$ cat config.mk
export PLATFORM = sky130hd
export DESIGN_NAME = srrb_div
export DESIGN_NICKNAME = d
export VERILOG_FILES = /design/src/sv/assert_macros.svh /design/src/sv/srrb_pkg.sv /design/src/sv/srrb_div.sv
export SDC_FILE = /design/constraint.sdc
export NUM_CORES = 1
export LEC_CHECK = 0
export BUFFER_PORTS_ARGS = -buffer_cell sky130_fd_sc_hd__buf_4
export CORE_UTILIZATION = 55
export CTS_BUF_LIST = sky130_fd_sc_hd__clkbuf_2 sky130_fd_sc_hd__clkbuf_4 sky130_fd_sc_hd__clkbuf_8
export DETAILED_ROUTE_END_ITERATION = 7
export PLACE_DENSITY_LB_ADDON = 0.12
export SLEW_MARGIN = 20
export SYNTH_ARGS = -nofsm -noshare
export SYNTH_HDL_FRONTEND = slang
export SYNTH_SLANG_ARGS = --single-unit
$ cat constraint.sdc
create_clock -name clk_i -period 4.59 [get_ports clk_i]
set_input_delay 0.2295 -clock clk_i [delete_from_list [all_inputs] [get_ports clk_i]]
set_output_delay 0.2295 -clock clk_i [all_outputs]
set_load 0.02 [all_outputs]
$ cat src/sv/assert_macros.svh
// Assertion macros shared by the RTL.
// Depends on nothing; included inside module bodies.
`ifndef ASSERT_MACROS_SVH
`define ASSERT_MACROS_SVH
// Implication checked on every rising clock edge outside reset.
`define ASSERT_IMPL(lbl, clk, rstn, ante, cons, msg) \
  lbl: assert property (@(posedge clk) disable iff (!rstn) (ante) |-> (cons)) \
    else $error(msg);
// Next-cycle implication checked outside reset.
`define ASSERT_NEXT(lbl, clk, rstn, ante, cons, msg) \
  lbl: assert property (@(posedge clk) disable iff (!rstn) (ante) |=> (cons)) \
    else $error(msg);
`endif

$ cat src/sv/srrb_pkg.sv
// Package for the stereo resampling ring buffer: constants, codes, payload types.
// Depends on nothing.
`timescale 1ns / 1ps
package srrb_pkg;
  localparam int RingFrames  = 4096;
  localparam int RingAw      = $clog2(RingFrames);
  localparam int MaxUpsample = 48;
  localparam int RateW       = 19;
  localparam logic [31:0] PhaseOne = 32'h0100_0000;
  localparam logic [RateW-1:0] OutRateRst = RateW'(48000);

  typedef enum logic [1:0] {
    CMD_PUSH  = 2'd0,
    CMD_POP   = 2'd1,
    CMD_CLEAR = 2'd2,
    CMD_NONE  = 2'd3
  } cmd_e;

  typedef struct packed {
    logic [1:0]        cmd;
    logic signed [15:0] sample_left;
    logic signed [15:0] sample_right;
    logic              is_mono;
    logic [RateW-1:0]  input_rate;
    logic              packet_start;
    logic              discontinuity;
  } in_item_t;

  typedef struct packed {
    logic              pop_valid;
    logic signed [15:0] out_left;
    logic signed [15:0] out_right;
    logic [5:0]        frames_written;
    logic              overflowed;
    logic [31:0]       overflow_total;
    logic [12:0]       fill_level;
  } out_item_t;

  // lerp: a + floor(((b - a) * ph + 2^23) / 2^24); ph below 2^24 here
  function automatic logic signed [15:0] lerp(input logic signed [15:0] a,
                                              input logic signed [15:0] b,
                                              input logic [23:0] ph);
    logic signed [16:0] d;
    logic signed [42:0] p;
    d = 17'(b) - 17'(a);
    p = 43'(d) * $signed({1'b0, ph}) + 43'sd8388608;
    return 16'(17'(a) + 17'(p >>> 24));
  endfunction
endpackage

$ cat src/sv/srrb_div.sv
// Restoring divider: floor((rate << 24) / out_rate), one quotient bit a cycle.
// Depends on srrb_pkg.
`timescale 1ns / 1ps
module srrb_div (
  input  logic                      clk_i,
  input  logic                      rst_ni,
  input  logic                      start_i,
  input  logic [srrb_pkg::RateW-1:0] num_i,
  input  logic [srrb_pkg::RateW-1:0] den_i,
  output logic                      done_o,
  output logic [42:0]               quot_o
);
  import srrb_pkg::*;
  localparam int NumW = RateW + 24;

  logic [NumW-1:0] quot_q, quot_d;
  logic [RateW:0]  rem_q, rem_d;
  logic [RateW-1:0] den_q, den_d;
  logic [5:0]      cnt_q, cnt_d;
  logic            busy_q, busy_d;
  logic [RateW:0]  trial;

  always_comb begin
    quot_d = quot_q;
    rem_d  = rem_q;
    den_d  = den_q;
    cnt_d  = cnt_q;
    busy_d = busy_q;
    trial  = '0;
    if (start_i) begin
      quot_d = {num_i, 24'd0};
      rem_d  = '0;
      den_d  = den_i;
      cnt_d  = 6'(NumW);
      busy_d = 1'b1;
    end else if (busy_q) begin
      trial = {rem_q[RateW-1:0], quot_q[NumW-1]};
      if (trial >= {1'b0, den_q}) begin
        rem_d = trial - {1'b0, den_q};
        quot_d = {quot_q[NumW-2:0], 1'b1};
      end else begin
        rem_d = trial;
        quot_d = {quot_q[NumW-2:0], 1'b0};
      end
      cnt_d = cnt_q - 6'd1;
      if (cnt_q == 6'd1) busy_d = 1'b0;
    end
  end

  always_ff @(posedge clk_i or negedge rst_ni) begin
    if (!rst_ni) begin
      busy_q <= 1'b0;
      cnt_q  <= '0;
    end else begin
      busy_q <= busy_d;
      cnt_q  <= cnt_d;
    end
  end

  always_ff @(posedge clk_i) begin
    quot_q <= quot_d;
    rem_q  <= rem_d;
    den_q  <= den_d;
  end

  assign done_o = busy_q && (cnt_q == 6'd1);
  assign quot_o = quot_d;
endmodule

-- Word-level counts from Yosys, hierarchy flattened
Index checks and enable logic that the tools add are counted.
W data, S select, Z words.
- bits in registers: 88
- latch bits: 0
- RAM bits: 0
- memory bits (read-only): 0
- input bits: 41
- output and inout bits: 44
- word-level logic and storage cells: 20
- memories kept: 0
- add/sub/neg operators: 2
- multiply operators: 0
- divide/modulo/power cells: 0
- magnitude comparators: 1
- equal/unequal tests: 1
- shift-type cells: 0
- muxes and demuxes: 9
- bitwise logic cells: 0
- reductions and logical operators: 2
- operators with widths (cell ; number):
    $mux W43 ; 2
    $ge A20 B19 Y1 ; 1
    $mux W19 ; 1
    $sub A19 B19 Y19 ; 1
    $mux W6 ; 2
    $eq A6 B1 Y1 const B ; 1
    $sub A6 B1 Y6 const B ; 1
    $mux W1 ; 4
    $reduce_bool A2 Y1 ; 1
    $logic_and A1 B1 Y1 ; 1

-- Logic depth before layout (Yosys ltp)
- depth after elaboration: 4
- mapped depth: 12
- depth with buffers taken out: 11

-- Least setup slack after synthesis
No wires, ideal clock.
- path type: register to output
- start point: register den_q[12]
- end point: output quot_o[0]
- arrival: 2.351 ns
- required time: 4.360 ns
- setup slack: 2.009 ns
- cell stages (with the launch flop): 10
- buffers on the path: 2
- path through: edfxtp_1 inv_1 ha_1 buf_2 nand3_2 a2111oi_4 o21ai_2 a21o_4 buf_6 a211oi_1
- word-level cells in the longest chain between the ends: 4
- RTL lines (what ; line ; RTL):
    from (decl) ; srrb_div.sv:18 ; logic [RateW-1:0] den_q, den_d;
    from (signal assigned) ; srrb_div.sv:63 ; den_q <= den_d;
    $ge A20 B19 Y1 ; srrb_div.sv:38 ; if (trial >= {1'b0, den_q}) begin
    $mux W1 ; srrb_div.sv:38 ;
    $mux W43 ; srrb_div.sv:36 ; end else if (busy_q) begin
    $mux W43 ; srrb_div.sv:30 ; if (start_i) begin
    to (decl) ; srrb_div.sv:11 ; output logic [42:0] quot_o
No other way between the ends.

-- Worst setup path in the final report
- start point: register quot_q[42]
- end point: output quot_o[0]
- word-level cells in the longest chain between the ends: 4
- RTL lines (what ; line ; RTL):
    from (decl) ; srrb_div.sv:16 ; logic [NumW-1:0] quot_q, quot_d;
    from (signal assigned) ; srrb_div.sv:61 ; quot_q <= quot_d;
    $ge A20 B19 Y1 ; srrb_div.sv:38 ;
    $mux W1 ; srrb_div.sv:38 ;
    $mux W43 ; srrb_div.sv:36 ;
    $mux W43 ; srrb_div.sv:30 ;
No other way between the ends.

==> results.tsv <==
stage	metric	value	unit
power_and_ir_drop	p_sw_frac	0.287	
critical_path	cp-start-kind	flip-flop	
routing	drcViolationCount	0	
placement	port_buffers	84	
cells_and_area	syn2layout_area_growth	19.3	%
power_and_ir_drop	switchingPower	0.000454	W
clock_network	cts_tree	yes	
critical_path	worstPathArrival	2.87	ns
grt	grt_usage	0.227	
placement	place_hpwl	6310	um
clock_network	clk_latency	0.37	ns
critical_path	crit_family	compound AO/OA/AOI/OAI gates	
routing	vias	3514	
synth	netlist_top_cells_count	dfxtp_1, nor2_1, mux2i_1	
power_and_ir_drop	power	0.00159	W
clock_network	h-tree-depth	3	
critical_path	cp.buffers_inverters	3	
die	num_rows	32	
power_and_ir_drop	seqPwrFrac	0.531	
synth	synth_edf_count	19	
synth	yosys-top-cells-area	dfxtp_1, edfxtp_1, mux2i_1	
cells_and_area	nFillCells	623	
routing	vias_per_cell	5.43	
die	die_area	8510	sq um
synth	ys.flop_type	dfxtp_1	
critical_path	worstSetupEndpointType	primary output	
synth	synth_compound_area_frac	0.162	
clock_network	cts-root-buf	clkbuf_8	
clock_network	clockBufferDepth	2	
synth	yosys.area_share.simple	0.136	
critical_path	worstPathRequired	4.36	ns
synth	synth-seq-cells	88	
worst_hold_path	worstHoldPathType	input port to flip-flop	
power_and_ir_drop	p_comb_frac	0.130	
critical_path	crit_chain	inv_1 > ha_1 > inv_1 > fa_1 > a211oi_1 > o211ai_2 > o21ai_2 > a21o_4 > a211oi_1 > buf_4	
routing	drtAntennaViolNets	0	
synth	yosys_warnings	0	
synth	synth_area	4480	sq um
sta	hold_viol_final	0	
synth	synth_xor_area_frac	0.0391	
grt	antenna_found_initial	0	
cells_and_area	final_nets	603	
critical_path	path_class	flip-flop to primary output	
critical_path	r2r_slack	1.83	ns
sta	rsz0062_at_grt	no	
critical_path	crit_path_max_incr_delay	0.41	ns
clock_network	path_clk_slew	0.11	ns
job	cap_viol_max_count	0	
die	ios	85	
synth	yosysSeqAreaShare	0.443	
synth	syn-instance-count	468	
power_and_ir_drop	internal-power	0.00113	W
cells_and_area	drive_gt1_frac	0.222	
sta	min_period	3.10	ns
synth	synth_fa_ha_area_frac	0.0631	
critical_path	cpMaxStageDelayCell	fa_1	
cells_and_area	diodes	0	
power_and_ir_drop	clkPwrFrac	0.339	
sta	final.setup.tns	0	ns
synth	yosys.cell_count.top_type	dfxtp_1	
routing	dr.pass1.iters	4	
die	start_util	0.574	
synth	netlist.area_leader.share	0.277	
grt	grt_pass1_vias	3409	
sta	period_share	0.675	
synth	synth.net_count	531	
placement	gp_congestion	0.894	
status	status	complete, no violations	
sta	tightest_slew	0.871	ns
synth	synth_cell_types	55	
routing	wl_per_cell	14.2	um
synth	synth_mux_area_frac	0.107	
die	fp.dieW	92.3	um
die	coreArea	7810	sq um
power_and_ir_drop	p_leak	2.60	nW
grt	grt_max_degree	92	
grt	globalRouteOverflowTotal	0	
synth	async_flop_share	0.0795	
synth	synth_top_family_by_area	compound AO/OA/AOI/OAI gates	
die	die_y	92.3	um
clock_network	cts.sink_count	88	
grt	grt_pass1_wl	15300	um
critical_path	path_max_fanout	25	
synth	yosysTopAreaCell	dfxtp_1	
routing	drtIter0Drc	136	
synth	avgSynthCellArea	9.58	sq um
sta	slew_headroom	0.419	
sta	maxClockFrequency	0.323	GHz
sta	drv_slew	0	
routing	wirelength	9170	um
power_and_ir_drop	power_density	296	nW/um^2
sta	skew	0.0171	ns
sta	finalSetupViolations	0	
clock_network	cts_buffers	9	
power_and_ir_drop	peakVddDrop	0.000196	V
[placed cells by master, fill, tap and decap left out, drive strengths merged, types with 4 or more instances in the layout]
cell / n
o21ai: 29
nor4: 4
mux2i: 47
a21oi: 25
buf: 86
nand3: 6
a211o: 4
xor2: 9
dfrtp: 7
a211oi: 15
a21o: 7
ha: 21
clkbuf: 9
nand2: 43
nor2: 61
inv: 31
edfxtp: 19
nand2b: 6
dfxtp: 62
xnor2: 11
nor3b: 5
[registers in the layout, summed over array words and instances, names as in the netlist]
signal	count
busy_q	1
den_q	19
quot_q	43
cnt_q	6
rem_q	19
[logic make-up (layout without fill, tap and decap cells)]
group / Yosys count / in the layout
adders and majority gates: 22 / 22
muxes: 48 / 48
and+or+nand+nor: 135 / 135
AOI/OAI and AO/OA: 102 / 102
buffers and inverters: 53 / 130
DFF: 88 / 88
xor gates and xnor gates: 20 / 20
[final cells by class]
class	instances	area (sq um)	share of cell area
multi-input cells	327	2270	0.425
inverters	27	101	0.0190
repair buffers	87	656	0.123
clock buffers	9	124	0.0232
well taps	102	128	0.0239
flip-flops and latches	88	1990	0.372
clock inverters	7	73.8	0.0138
[metal layers]
| metal | part of all wire | GRT usage |
|---|---|---|
| met5 | 0 | 0 |
| met1 | 0.44 | 0.273 |
| met2 | 0.46 | 0.367 |
| met4 | 0.017 | 0.103 |
| met3 | 0.080 | 0.0788 |
[path summary, 6_finish.rpt]
check / from / endpoint / cells after the start
setup reg to reg: quot_q[42] / rem_q[18] / 11
hold / removal: den_i[3] / den_q[3] / 1
hold reg to reg: rem_q[10] / rem_q[10] / 2
min in group asynchronous: rst_ni / busy_q / 2
max in group asynchronous: rst_ni / busy_q / 2
setup / recovery: quot_q[42] / quot_o[0] / 10
[repair_timing]
| item | CTS | global route |
|---|---|---|
| endpoints found under the hold margin | 7 | 0 |
| gates resized for setup | 0 | 0 |
| hold buffers | 1 | 0 |
| buffers inserted | 0 | 0 |
[stage by stage]
stage                     hold slack (ns)   util  setup WS (ns)  std cells  cell area [sq um]
final                              0.0221  0.685           1.49        647               5350
after global routing             0.000756  0.685           1.31        647               5350
after CTS                         0.00716  0.685           1.48        647               5350
after detailed placement           0.0489  0.658           1.89        630               5140
after global placement             0.0465  0.658           1.98        630               5140
after floorplan                   -0.0661      -           2.01        468               4480
[power groups by stage]
stage | registers [W] | logic (W) | clock network [W]
CTS | 0.000842 | 0.000207 | 0.000555
finish | 0.000841 | 0.000206 | 0.000538
global placement | 0.000858 | 0.000202 | 0
detailed placement | 0.000859 | 0.000205 | 0
floorplan | 0.000855 | 0.000132 | 0
global route | 0.000845 | 0.000227 | 0.000588
No activity file was read; power rests on OpenSTA's default activity.
